===== src/hw/rtl/b64_pkg.sv =====
// Shared types, constants and alphabet functions for the Base64 codec.
// No dependencies; imported by every module of the codec.
package b64_pkg;

    localparam int unsigned QUEUE_DEPTH_DEF = 2;

    localparam logic [7:0] PAD_CHAR  = 8'h3D;
    localparam logic       MODE_ENC  = 1'b0;
    localparam logic       MODE_DEC  = 1'b1;

    // One group's worth of work handed from front to back
    typedef struct packed {
        logic [23:0] bits;      // group bits, left aligned
        logic        dec;       // 1: emit bytes, 0: emit characters
        logic [1:0]  last_idx;  // index of the final result of this group
        logic [1:0]  npad;      // encode: trailing '=' count
        logic        last;      // group closes the message
        logic        bad;       // decode: flag every result
    } b64_job_t;

    function automatic logic [7:0] enc_char(input logic [5:0] v);
        logic [7:0] w;
        w = {2'b00, v};
        if (w < 8'd26)      enc_char = 8'h41 + w;
        else if (w < 8'd52) enc_char = 8'h61 + (w - 8'd26);
        else if (w < 8'd62) enc_char = 8'h30 + (w - 8'd52);
        else if (w == 8'd62) enc_char = 8'h2B;
        else                enc_char = 8'h2F;
    endfunction

    // {invalid, sextet}; invalid characters give sextet zero
    function automatic logic [6:0] dec_sextet(input logic [7:0] c);
        logic [7:0] t;
        t = 8'h00;
        if (c >= 8'h41 && c <= 8'h5A) begin
            t = c - 8'h41;
            dec_sextet = {1'b0, t[5:0]};
        end else if (c >= 8'h61 && c <= 8'h7A) begin
            t = c - 8'h61 + 8'd26;
            dec_sextet = {1'b0, t[5:0]};
        end else if (c >= 8'h30 && c <= 8'h39) begin
            t = c - 8'h30 + 8'd52;
            dec_sextet = {1'b0, t[5:0]};
        end else if (c == 8'h2B) begin
            dec_sextet = {1'b0, 6'd62};
        end else if (c == 8'h2F) begin
            dec_sextet = {1'b0, 6'd63};
        end else begin
            dec_sextet = {1'b1, 6'd0};
        end
    endfunction

endpackage


===== src/hw/rtl/b64_front.sv =====
// Front end: holds the mode register, packs items into groups and
// issues one job per completed group or at the end of a message. Depends on b64_pkg.
module b64_front (
    input  logic                clk,
    input  logic                rst_n,
    input  logic                mode_we,
    input  logic                mode_wdata,
    input  logic                accept,
    input  logic [7:0]          data_byte,
    input  logic                in_last,
    output logic                push,
    output b64_pkg::b64_job_t   job
);
    import b64_pkg::*;

    logic        mode_reg;
    logic [23:0] bits_reg, bits_next;
    logic [1:0]  count_reg, count_next;
    logic [1:0]  pad_reg, pad_next;
    logic        err_reg, err_next;

    logic        emit;
    logic [1:0]  cnt_eff;
    logic [23:0] bits_eff, enc_bits, dec_bits, triple;
    logic [6:0]  sx;
    logic        is_pad, err_new;
    logic [5:0]  v;
    logic [1:0]  pad_new;

    always_comb
    begin
        cnt_eff  = (count_reg > 2'd2) ? 2'd0 : count_reg;
        bits_eff = (count_reg > 2'd2) ? 24'd0 : bits_reg;
        enc_bits = {bits_eff[15:0], data_byte};

        is_pad  = (data_byte == PAD_CHAR);
        sx      = dec_sextet(data_byte);
        v       = is_pad ? 6'd0 : sx[5:0];
        err_new = err_reg | (!is_pad & sx[6]);
        pad_new = pad_reg | {is_pad && count_reg == 2'd2, is_pad && count_reg == 2'd3};
        dec_bits = {bits_reg[17:0], v};

        job        = '0;
        job.last   = in_last;
        triple     = 24'd0;
        if (mode_reg == MODE_ENC) begin
            emit = (cnt_eff == 2'd2) || in_last;
            case (cnt_eff)
                2'd0:    triple = {enc_bits[7:0], 16'd0};
                2'd1:    triple = {enc_bits[15:0], 8'd0};
                default: triple = enc_bits;
            endcase
            job.dec      = 1'b0;
            job.last_idx = 2'd3;
            job.npad     = (cnt_eff == 2'd0) ? 2'd2 : ((cnt_eff == 2'd1) ? 2'd1 : 2'd0);
            job.bad      = 1'b0;
        end else begin
            emit = (count_reg == 2'd3) || in_last;
            case (count_reg)
                2'd0:    triple = {dec_bits[5:0], 18'd0};
                2'd1:    triple = {dec_bits[11:0], 12'd0};
                2'd2:    triple = {dec_bits[17:0], 6'd0};
                default: triple = dec_bits;
            endcase
            job.dec = 1'b1;
            job.bad = err_new | (count_reg != 2'd3);
            // short final group keeps all three bytes
            if (count_reg == 2'd3 && in_last)
                job.last_idx = 2'd2 - {1'b0, pad_new[0]} - {1'b0, pad_new[1]};
            else
                job.last_idx = 2'd2;
        end
        job.bits = triple;
        push     = accept && emit;

        bits_next  = bits_reg;
        count_next = count_reg;
        pad_next   = pad_reg;
        err_next   = err_reg;
        if (accept) begin
            if (emit && in_last) begin
                bits_next  = 24'd0;
                count_next = 2'd0;
                pad_next   = 2'd0;
                err_next   = 1'b0;
            end else if (emit) begin
                bits_next  = 24'd0;
                count_next = 2'd0;
                pad_next   = 2'd0;
                err_next   = (mode_reg == MODE_DEC) ? err_new : err_reg;
            end else if (mode_reg == MODE_ENC) begin
                bits_next  = enc_bits;
                count_next = cnt_eff + 2'd1;
            end else begin
                bits_next  = dec_bits;
                count_next = count_reg + 2'd1;
                pad_next   = pad_new;
                err_next   = err_new;
            end
        end
    end

    always_ff @(posedge clk or negedge rst_n)
    begin
        if (!rst_n) begin
            mode_reg  <= MODE_ENC;
            bits_reg  <= 24'd0;
            count_reg <= 2'd0;
            pad_reg   <= 2'd0;
            err_reg   <= 1'b0;
        end else if (mode_we) begin
            mode_reg  <= mode_wdata;
            bits_reg  <= 24'd0;
            count_reg <= 2'd0;
            pad_reg   <= 2'd0;
            err_reg   <= 1'b0;
        end else begin
            bits_reg  <= bits_next;
            count_reg <= count_next;
            pad_reg   <= pad_next;
            err_reg   <= err_next;
        end
    end

endmodule


===== src/hw/rtl/b64_queue.sv =====
// Small job queue in flip-flops between front and back.
// Depends on b64_pkg.
module b64_queue #(
    parameter int unsigned DEPTH = b64_pkg::QUEUE_DEPTH_DEF
) (
    input  logic                clk,
    input  logic                rst_n,
    input  logic                push,
    input  b64_pkg::b64_job_t   push_job,
    output logic                full,
    input  logic                pop,
    output logic                not_empty,
    output b64_pkg::b64_job_t   pop_job
);
    import b64_pkg::*;

    localparam int unsigned PW = (DEPTH > 1) ? $clog2(DEPTH) : 1;
    localparam int unsigned CW = $clog2(DEPTH + 1);
    localparam logic [PW-1:0] LAST_PTR = PW'(DEPTH - 1);
    localparam logic [CW-1:0] FULL_CNT = CW'(DEPTH);

    b64_job_t      slot_reg [DEPTH];
    logic [PW-1:0] wr_ptr_reg, wr_ptr_next, rd_ptr_reg, rd_ptr_next;
    logic [CW-1:0] count_reg, count_next;

    assign full      = (count_reg == FULL_CNT);
    assign not_empty = (count_reg != '0);
    assign pop_job   = slot_reg[rd_ptr_reg];

    always_comb
    begin
        wr_ptr_next = wr_ptr_reg;
        rd_ptr_next = rd_ptr_reg;
        count_next  = count_reg;
        if (push)
            wr_ptr_next = (wr_ptr_reg == LAST_PTR) ? '0 : wr_ptr_reg + 1'b1;
        if (pop)
            rd_ptr_next = (rd_ptr_reg == LAST_PTR) ? '0 : rd_ptr_reg + 1'b1;
        if (push && !pop)
            count_next = count_reg + 1'b1;
        else if (pop && !push)
            count_next = count_reg - 1'b1;
    end

    always_ff @(posedge clk or negedge rst_n)
    begin
        if (!rst_n) begin
            wr_ptr_reg <= '0;
            rd_ptr_reg <= '0;
            count_reg  <= '0;
        end else begin
            wr_ptr_reg <= wr_ptr_next;
            rd_ptr_reg <= rd_ptr_next;
            count_reg  <= count_next;
        end
    end

    always_ff @(posedge clk)
    begin
        if (push)
            slot_reg[wr_ptr_reg] <= push_job;
    end

    a_count_range: assert property (@(posedge clk) disable iff (!rst_n)
        count_reg <= FULL_CNT)
        else $error("queue count beyond depth");

    a_no_push_full: assert property (@(posedge clk) disable iff (!rst_n)
        push |-> !full)
        else $error("job pushed into full queue");

endmodule


===== src/hw/rtl/b64_back.sv =====
// Back end: expands one job into its result items through a registered output stage,
// one per cycle unless out_ready stalls that stage. Depends on b64_pkg.
module b64_back (
    input  logic                clk,
    input  logic                rst_n,
    input  logic                q_valid,
    input  b64_pkg::b64_job_t   q_job,
    output logic                pop,
    output logic                out_valid,
    input  logic                out_ready,
    output logic [7:0]          out_byte,
    output logic                out_last,
    output logic                bad_input
);
    import b64_pkg::*;

    b64_job_t   job_reg, job_next;
    logic       busy_reg, busy_next;
    logic [1:0] idx_reg, idx_next;
    logic       ov_reg, ov_next;
    logic [7:0] ob_reg, ob_next;
    logic       ol_reg, ol_next;
    logic       obad_reg, obad_next;

    logic       take, emit, done, pad_here;
    logic [2:0] pad_sum;
    logic [7:0] res;

    always_comb
    begin
        take    = !ov_reg || out_ready;
        emit    = busy_reg && take;
        done    = emit && (idx_reg == job_reg.last_idx);
        pop     = q_valid && (!busy_reg || done);

        pad_sum  = {1'b0, idx_reg} + {1'b0, job_reg.npad};
        pad_here = pad_sum[2];
        if (job_reg.dec)
            res = job_reg.bits[23:16];
        else if (pad_here)
            res = PAD_CHAR;
        else
            res = enc_char(job_reg.bits[23:18]);

        job_next  = job_reg;
        busy_next = busy_reg;
        idx_next  = idx_reg;
        if (pop) begin
            job_next  = q_job;
            busy_next = 1'b1;
            idx_next  = 2'd0;
        end else if (emit) begin
            idx_next = idx_reg + 2'd1;
            job_next.bits = job_reg.dec ? {job_reg.bits[15:0], 8'd0}
                                        : {job_reg.bits[17:0], 6'd0};
            if (done)
                busy_next = 1'b0;
        end

        ov_next   = ov_reg;
        ob_next   = ob_reg;
        ol_next   = ol_reg;
        obad_next = obad_reg;
        if (emit) begin
            ov_next   = 1'b1;
            ob_next   = res;
            ol_next   = job_reg.last && (idx_reg == job_reg.last_idx);
            obad_next = job_reg.bad;
        end else if (out_ready) begin
            ov_next = 1'b0;
        end
    end

    always_ff @(posedge clk or negedge rst_n)
    begin
        if (!rst_n) begin
            busy_reg <= 1'b0;
            idx_reg  <= 2'd0;
            ov_reg   <= 1'b0;
        end else begin
            busy_reg <= busy_next;
            idx_reg  <= idx_next;
            ov_reg   <= ov_next;
        end
    end

    always_ff @(posedge clk)
    begin
        job_reg  <= job_next;
        ob_reg   <= ob_next;
        ol_reg   <= ol_next;
        obad_reg <= obad_next;
    end

    assign out_valid = ov_reg;
    assign out_byte  = ob_reg;
    assign out_last  = ol_reg;
    assign bad_input = obad_reg;

    a_fill_output: assert property (@(posedge clk) disable iff (!rst_n)
        busy_reg && !ov_reg |=> ov_reg)
        else $error("busy back end left output empty");

    a_idx_bound: assert property (@(posedge clk) disable iff (!rst_n)
        busy_reg |-> idx_reg <= job_reg.last_idx)
        else $error("result index past end of group");

    a_pad_only_last: assert property (@(posedge clk) disable iff (!rst_n)
        busy_reg && !job_reg.dec && job_reg.npad != 2'd0 |-> job_reg.last)
        else $error("padded group not at end of message");

endmodule


===== src/hw/rtl/base64_codec_top.sv =====
// Path: a group's results pass through the job queue, the back end's job register and its output register.
// Throughput: one result per cycle while out_ready is high; encode input is bounded by the
// single output register of the back end; decode takes one character per cycle.
// Input items stall only when the job queue is full.
// Reset: mode returns to encode, group state, queue and output stage are cleared.
// Top level of the Base64 codec; uses b64_pkg, b64_front, b64_queue, b64_back.
module base64_codec_top #(
    parameter int unsigned QUEUE_DEPTH = b64_pkg::QUEUE_DEPTH_DEF
) (
    input  logic       clk,
    input  logic       rst_n,
    input  logic       mode_we,
    input  logic       mode_wdata,
    input  logic       in_valid,
    output logic       in_ready,
    input  logic [7:0] data_byte,
    input  logic       in_last,
    output logic       out_valid,
    input  logic       out_ready,
    output logic [7:0] out_byte,
    output logic       out_last,
    output logic       bad_input
);
    import b64_pkg::*;

    b64_job_t push_job, pop_job;
    logic     push, pop, q_full, q_valid;

    assign in_ready = !q_full;

    b64_front u_front (
        .clk        (clk),
        .rst_n      (rst_n),
        .mode_we    (mode_we),
        .mode_wdata (mode_wdata),
        .accept     (in_valid && in_ready),
        .data_byte  (data_byte),
        .in_last    (in_last),
        .push       (push),
        .job        (push_job)
    );

    b64_queue #(
        .DEPTH (QUEUE_DEPTH)
    ) u_queue (
        .clk       (clk),
        .rst_n     (rst_n),
        .push      (push),
        .push_job  (push_job),
        .full      (q_full),
        .pop       (pop),
        .not_empty (q_valid),
        .pop_job   (pop_job)
    );

    b64_back u_back (
        .clk       (clk),
        .rst_n     (rst_n),
        .q_valid   (q_valid),
        .q_job     (pop_job),
        .pop       (pop),
        .out_valid (out_valid),
        .out_ready (out_ready),
        .out_byte  (out_byte),
        .out_last  (out_last),
        .bad_input (bad_input)
    );

endmodule


===== config.mk =====
export PLATFORM = sky130hd
export DESIGN_NAME = base64_codec_top
export DESIGN_NICKNAME = d
export VERILOG_FILES = /design/src/hw/rtl/b64_pkg.sv /design/src/hw/rtl/b64_front.sv /design/src/hw/rtl/b64_queue.sv /design/src/hw/rtl/b64_back.sv /design/src/hw/rtl/base64_codec_top.sv
export SDC_FILE = /design/constraint.sdc
export NUM_CORES = 1
export LEC_CHECK = 0
export BUFFER_PORTS_ARGS = -buffer_cell sky130_fd_sc_hd__buf_2
export CAP_MARGIN = 20
export CORE_MARGIN = 5
export CORE_UTILIZATION = 50
export DETAILED_ROUTE_END_ITERATION = 7
export PLACE_DENSITY = 0.77
export SYNTH_ARGS = -nofsm -noshare
export SYNTH_HDL_FRONTEND = slang
export SYNTH_SLANG_ARGS = --single-unit

===== constraint.sdc =====
create_clock -name clk -period 3 [get_ports clk]
set_input_delay 0.15 -clock clk [delete_from_list [all_inputs] [get_ports clk]]
set_output_delay 0.15 -clock clk [all_outputs]
set_load 0.01 [all_outputs]

**Word-level counts from Yosys, hierarchy flattened**

Memories as Yosys holds them, arrays and structs flattened.
Index checks and enable logic that the tools add are counted.

- Bits in registers: 73
- Latch bits: 0
- Memory bits (writable): 62
- Memory bits (read-only): 0
- Memories: 1

Memory list:

| name | depth | bits a word | read ports | clocked after Yosys merged registers in | write ports | line | RTL |
|---|---|---|---|---|---|---|---|
| u_queue.slot_reg | 2 | 31 | 1 | 0 | 1 | b64_queue.sv:22 | `b64_job_t slot_reg [DEPTH];` |

- Bitwise operators: 4
- Magnitude comparators: 10
- Multiplexer cells: 59
- $mul: 0
- Div/mod/pow operators: 0
- Shifts and indexed selects: 0
- Eq/ne operators: 12
- Reduce and logical (&&, ||, !) cells: 38
- Add/sub/neg operators: 20

Operators by type and width:

| cell | number |
|---|---|
| 24-bit two-way mux | 4 |
| 18-bit two-way mux | 5 |
| 24-bit one-hot mux with 3 select lines | 1 |
| 24-bit one-hot mux with 2 select lines | 1 |
| 8-bit two-way mux | 5 |
| 2-bit two-way mux | 18 |
| 7-bit two-way mux | 5 |
| 8-bit by 6-bit equality test with 1-bit output, second input constant | 3 |
| 8-bit by 7-bit >= comparator with 1-bit output, second input constant | 2 |
| 8-bit by 7-bit <= comparator with 1-bit output, second input constant | 2 |
| 1-bit two-way mux | 16 |
| 16-bit two-way mux | 1 |
| 1-bit logical AND | 15 |
| 6-bit less-than comparator, second input constant | 2 |
| 2-bit nonzero test | 6 |
| 6-bit subtractor, second input constant | 2 |
| 2-bit by 1-bit adder with 2-bit output, second input constant | 4 |
| 6-bit by 8-bit adder with 8-bit output, first input constant | 1 |
| 7-bit by 6-bit adder with 8-bit output, first input constant | 1 |
| 7-bit by 8-bit adder with 8-bit output, first input constant | 1 |
| 2-bit equality test, second input constant | 4 |
| 8-bit by 6-bit >= comparator with 1-bit output, second input constant | 1 |
| 8-bit by 6-bit <= comparator with 1-bit output, second input constant | 1 |
| 6-bit by 5-bit subtractor with 7-bit output, second input constant | 1 |
| 26 further kinds | 41 |

**Logic depth before layout (Yosys ltp)**

- Depth in word-level cells: 12
- Depth in mapped cells: 11

**Hierarchy**

Synthesis repeated with hierarchy kept, for this count alone.

- Cells, all modules: 685
- Area total of the unflattened synthesis: 7,836.3 µm²

Modules (own cells, without submodules):

| module | area an instance (µm²) | cells an instance | times used | sequential area each (µm²) |
|---|---|---|---|---|
| b64_front | 2,686.3 | 355 | 1 | 600.6 |
| b64_queue | 2,580.0 | 113 | 1 | 1,961.9 |
| b64_back | 2,560.0 | 215 | 1 | 1,331.3 |
| base64_codec_top | 10.0 | 2 | 1 | 0.0 |

**Worst setup path after synthesis**

OpenSTA, ideal clock, no wires.

- Path type: flip-flop to flip-flop
- Start point: register u_front.count_reg[0]
- End point: memory u_queue.slot_reg[0][0] (netlist name), enable pin
- Period minus slack after synthesis: 3.184 ns
- Cell stages (with the launch flop): 8
- Data arrival time: 2.765 ns
- Setup slack: -0.184 ns
- Cell sequence: dfrtp_1 > inv_1 > ha_1 > clkbuf_1 > nor2b_1 > clkbuf_1 > o31ai_1 > nor2_1

- Cells in the longest elaborated chain, start to end: 8
- Elaborated cells on any way between the ends: 10

Ends and longest elaborated chain:

| what | line | RTL |
|---|---|---|
| start, declared | b64_front.sv:18 | `logic [1:0] count_reg, count_next;` |
| start signal, assigned | b64_front.sv:119 | `count_reg <= count_next;` |
| 2-bit > comparator | b64_front.sv:32 | `cnt_eff = (count_reg > 2'd2) ? 2'd0 : count_reg;` |
| 2-bit two-way mux | b64_front.sv:32 |  |
| 2-bit equality test | b64_front.sv:47 | `emit = (cnt_eff == 2'd2) \|\| in_last;` |
| 1-bit logical OR | b64_front.sv:47 |  |
| 1-bit two-way mux * | b64_front.sv:46 | `if (mode_reg == MODE_ENC) begin` |
| 1-bit logical AND * | b64_front.sv:74 | `push = accept && emit;` |
| 1-bit two-way mux * | b64_queue.sv:60 | `if (push)` |
| 1-bit two-way mux (not written as such) * | b64_queue.sv:61 | `slot_reg[wr_ptr_reg] <= push_job;` |
| end, declared | b64_queue.sv:22 |  |

Mark *: on every way between the ends. The rest lies on a longest branch, timed or not.

**Worst setup path after layout**

- Start point: register u_back.job_reg[26] (netlist name)
- End point: register u_back.ob_reg[4], in the netlist u_back.out_byte[4] (data pin)

- Cells in the longest elaborated chain, start to end: 7
- Elaborated cells on any way between the ends: 13

Ends and longest elaborated chain:

| what | line | RTL |
|---|---|---|
| start, declared | b64_back.sv:17 | `b64_job_t job_reg, job_next;` |
| start signal, assigned | b64_back.sv:89 | `job_reg <= job_next;` |
| 6-bit by 6-bit subtractor with 7-bit output | b64_pkg.sv:26 | `else if (w < 8'd62) enc_char = 8'h30 + (w - 8'd52);` |
| 6-bit by 8-bit adder with 8-bit output | b64_pkg.sv:26 |  |
| 8-bit two-way mux | b64_pkg.sv:26 |  |
| 8-bit two-way mux | b64_pkg.sv:25 | `else if (w < 8'd52) enc_char = 8'h61 + (w - 8'd26);` |
| 8-bit two-way mux * | b64_pkg.sv:24 | `if (w < 8'd26) enc_char = 8'h41 + w;` |
| 8-bit two-way mux * | b64_back.sv:40 | `else if (pad_here)` |
| 8-bit two-way mux * | b64_back.sv:38 | `if (job_reg.dec)` |
| via u_back.res[4] | b64_back.sv:27 | `logic [7:0] res;` |
| end signal, assigned | b64_back.sv:90 | `ob_reg <= ob_next;` |
| end, declared | b64_back.sv:21 | `logic [7:0] ob_reg, ob_next;` |

The timed path passes the listed nets; every way through them passes the cells marked *.
A chain may end at the register's enable or synchronous reset.

==> impl_metrics.py <==
metrics = {
    "floorplanning": {
        "dieArea_um2": 17400,
        "dieHeight_um": 132,
        "die_w_um": 132,
        "core_um2": 14600,
        "num_io_pins": 27,
        "rows": 44,
        "start_util_pct": 51.0,
    },
    "cts": {
        "htree_levels": 4,
        "clk_latency_ns": 0.42,
        "cts.repair.resized": 0,
        "clockBufferDepth": 2,
        "clk_pin_slew_ns": 0.06,
        "cts_root_buf": "clkbuf_16",
        "cts_made_buffers": 17,
        "cts.sink_count": 135,
        "cts_tree": "done",
    },
    "sta": {
        "fmax_mhz": 372,
        "rsz0062_at_grt": "no",
        "tns_ns": 0,
        "fin_skew_ns": 0.00960,
        "finalHoldViolCount": 0,
        "min_period_over_period_pct": 89.6,
        "whs_ns": 0.0350,
        "worstMarginPinSlew_ns": 0.873,
        "slew_viol_final": 0,
        "fin_crit_ns": 2.69,
        "setup_violations": 0,
        "slew_headroom_pct": 41.8,
    },
    "yosys": {
        "synth_seq_cells": 135,
        "synth-edff-count": 103,
        "syn_area_um2": 7440,
        "synthFlopType": "edfxtp_1",
        "synth.yosys.seq_area_share_pct": 52.3,
        "synth_nets": 711,
        "netlist_instances": 670,
        "synthDistinctLibCells": 68,
        "synthesis.area_per_instance_um2": 11.1,
        "yosysWarnings": 0,
        "async_flop_share_pct": 23.7,
    },
    "critical_path": {
        "crit_type": "reg2reg",
        "setup.worst_path.start_class": "flip-flop",
        "critPathCaptureType": "flip-flop",
        "rr_endpoint": "u_back.out_byte[4]",
        "reg2regPathDepth": 8,
        "required_ns": 3.15,
        "r2r_start": "u_back.job_reg[26]",
        "arrival_ns": 2.84,
        "reg2reg_slack_ns": 0.31,
        "path_max_fanout": 8,
    },
    "global_route": {
        "grt_usage_pct": 20.6,
        "grt_pass1_wl_um": 28800,
        "grt.overflow.total": 0,
        "grt_pass1_vias": 5367,
        "grt_max_degree": 47,
        "antenna_found_initial": 0,
    },
    "drt": {
        "firstDrtPassIters": 5,
        "final_antenna_net_count": 0,
        "drt-initial-drc-count": 525,
        "drc_errors": 0,
        "wirelength_um": 17800,
        "wl_per_cell_um": 20.2,
        "vias_per_cell": 6.14,
        "vias": 5429,
    },
    "worst_hold_path": {
        "hp-class": "in2reg",
        "hold_end": "u_front.err_reg",
        "min_from": "mode_we",
        "hold_depth": 2,
    },
    "flow_run": {
        "maxCapViolations": 0,
    },
    "finish": {
        "drive_gt1_share_pct": 13.6,
        "fin_util_pct": 57.4,
        "largest_reg_flops": 62,
        "final_nets": 728,
        "area_delta_synth_final_pct": 12.6,
        "antenna_cells": 0,
        "fillers": 1195,
        "stdcell_count": 884,
    },
    "placed_design": {
        "port_buffers": 26,
        "dp_hpwl_um": 12400,
        "routabilityCongestion": 0.967,
        "dp_cells": 850,
    },
    "power": {
        "total_power_uw": 7650,
        "power_density_nw_per_um2": 913,
        "power.leakage_uw": 0.00320,
        "ir_drop_mv": 0.526,
    },
    "run_status": {
        "status": "finished clean",
    },
}
==> cells in the mapped netlist (4+ instances only) <==
cell type / number / area (um2)
a21oi_1: 37 / 185
a221oi_1: 13 / 114
a22oi_1: 20 / 150
a31oi_1: 6 / 37.5
a32oi_1: 6 / 52.6
and2_1: 7 / 43.8
and3_1: 6 / 37.5
buf_1: 4 / 15.0
clkbuf_1: 36 / 135
dfrtp_1: 32 / 801
edfxtp_1: 103 / 3090
ha_1: 26 / 325
inv_1: 21 / 78.8
mux2_2: 7 / 78.8
mux2i_1: 64 / 641
nand2_1: 61 / 229
nand2b_1: 10 / 62.6
nand3_1: 11 / 55.1
nor2_1: 32 / 120
nor2b_1: 17 / 106
nor3_1: 8 / 40.0
nor3b_1: 5 / 37.5
o21ai_0: 51 / 255
o221ai_1: 4 / 35.0
o22ai_1: 4 / 25.0
xnor2_1: 8 / 70.1
xor2_1: 13 / 114
==> repair_timing <==
action | CTS | global route
endpoints found under the hold margin | 33 | 0
hold buffers | 2 | 0
buffers inserted | 0 | 0
endpoints found under the setup margin | 0 | 0
==> where the power goes <==
part | leakage [uW] | internal (uW) | switching, uW
Clock | 0.000298 | 1400 | 808
Combinational | 0.00150 | 999 | 1420
Sequential | 0.00140 | 2670 | 357
Total | 0.00320 | 5060 | 2590
==> metrics by stage <==
step | cell area, um2 | worst slack, ns
finish | 8370 | 0.312
global route | 8370 | 0.181
CTS | 8370 | 0.401
detailed placement | 7730 | 0.276
global placement | 7730 | 0.378
floorplan | 7440 | 0.299
==> layout by cell type, fill, tap and decap left out, types with 8 or more instances in the layout <==
master	Yosys	final
a221oi_1	13	13
edfxtp_1	103	103
nand3_1	11	11
nor2b_1	17	17
clkbuf_16	0	17
inv_1	21	21
o21ai_0	51	51
buf_4	2	18
xnor2_1	8	8
nor2_1	32	31
mux2i_1	64	64
ha_1	26	26
a21oi_1	37	37
a22oi_1	20	20
dfrtp_1	32	32
xor2_1	13	13
nand2_1	61	61
nand2b_1	10	10
nor3_1	8	8
buf_2	2	26
==> final cells by class <==
type	count	area (um2)	share of cell area (%)
inverters	22	82.6	0.986
repair buffers	47	305	3.65
flip-flops and latches	135	3890	46.5
well taps	184	230	2.75
clock buffers	18	429	5.12
clock inverters	14	196	2.35
multi-input cells	464	3240	38.7
==> routing by layer <==
layer / share of wire (%) / GRT usage, % / up-vias
li1: - / - / 2530
met1: 42 / 26.7 / 2632
met2: 49 / 33.7 / 229
met3: 6.0 / 4.39 / 38
met4: 3.4 / 8.40 / 0
met5: 0 / 0 / -
==> critical path, cell delays in order (launching register included) <==
cell	delay [ns]
edfxtp_1	0.50
inv_1	0.15
ha_1	0.35
nor2b_1	0.27
nor3b_1	0.37
xor2_1	0.14
and3_1	0.20
o41ai_1	0.31
a22oi_1	0.13
==> worst max path at each step <==
stage / depth (start not counted) / from / end
2_1_floorplan: 8 / u_front.count_reg[0] / u_queue.slot_reg[1][0]
3_3_place_gp: 9 / data_byte[0] / u_queue.slot_reg[1][13]
3_5_place_dp: 9 / data_byte[0] / u_queue.slot_reg[1][13]
4_1_cts: 8 / u_back.job_reg[26] / u_back.out_byte[4]
5_1_grt: 8 / u_back.job_reg[26] / u_back.out_byte[4]
6_report: 8 / u_back.job_reg[26] / u_back.out_byte[4]
==> cells by family after synthesis <==
logic type / share of synthesized area, %
compound gates: 15.5
simple gates: 11.5
flops: 52.3
buf+inv: 4.17
mux: 9.67
fa+ha+maj: 4.37
xor+xnor: 2.47
Note: power is estimated with default switching activity, not from simulation.
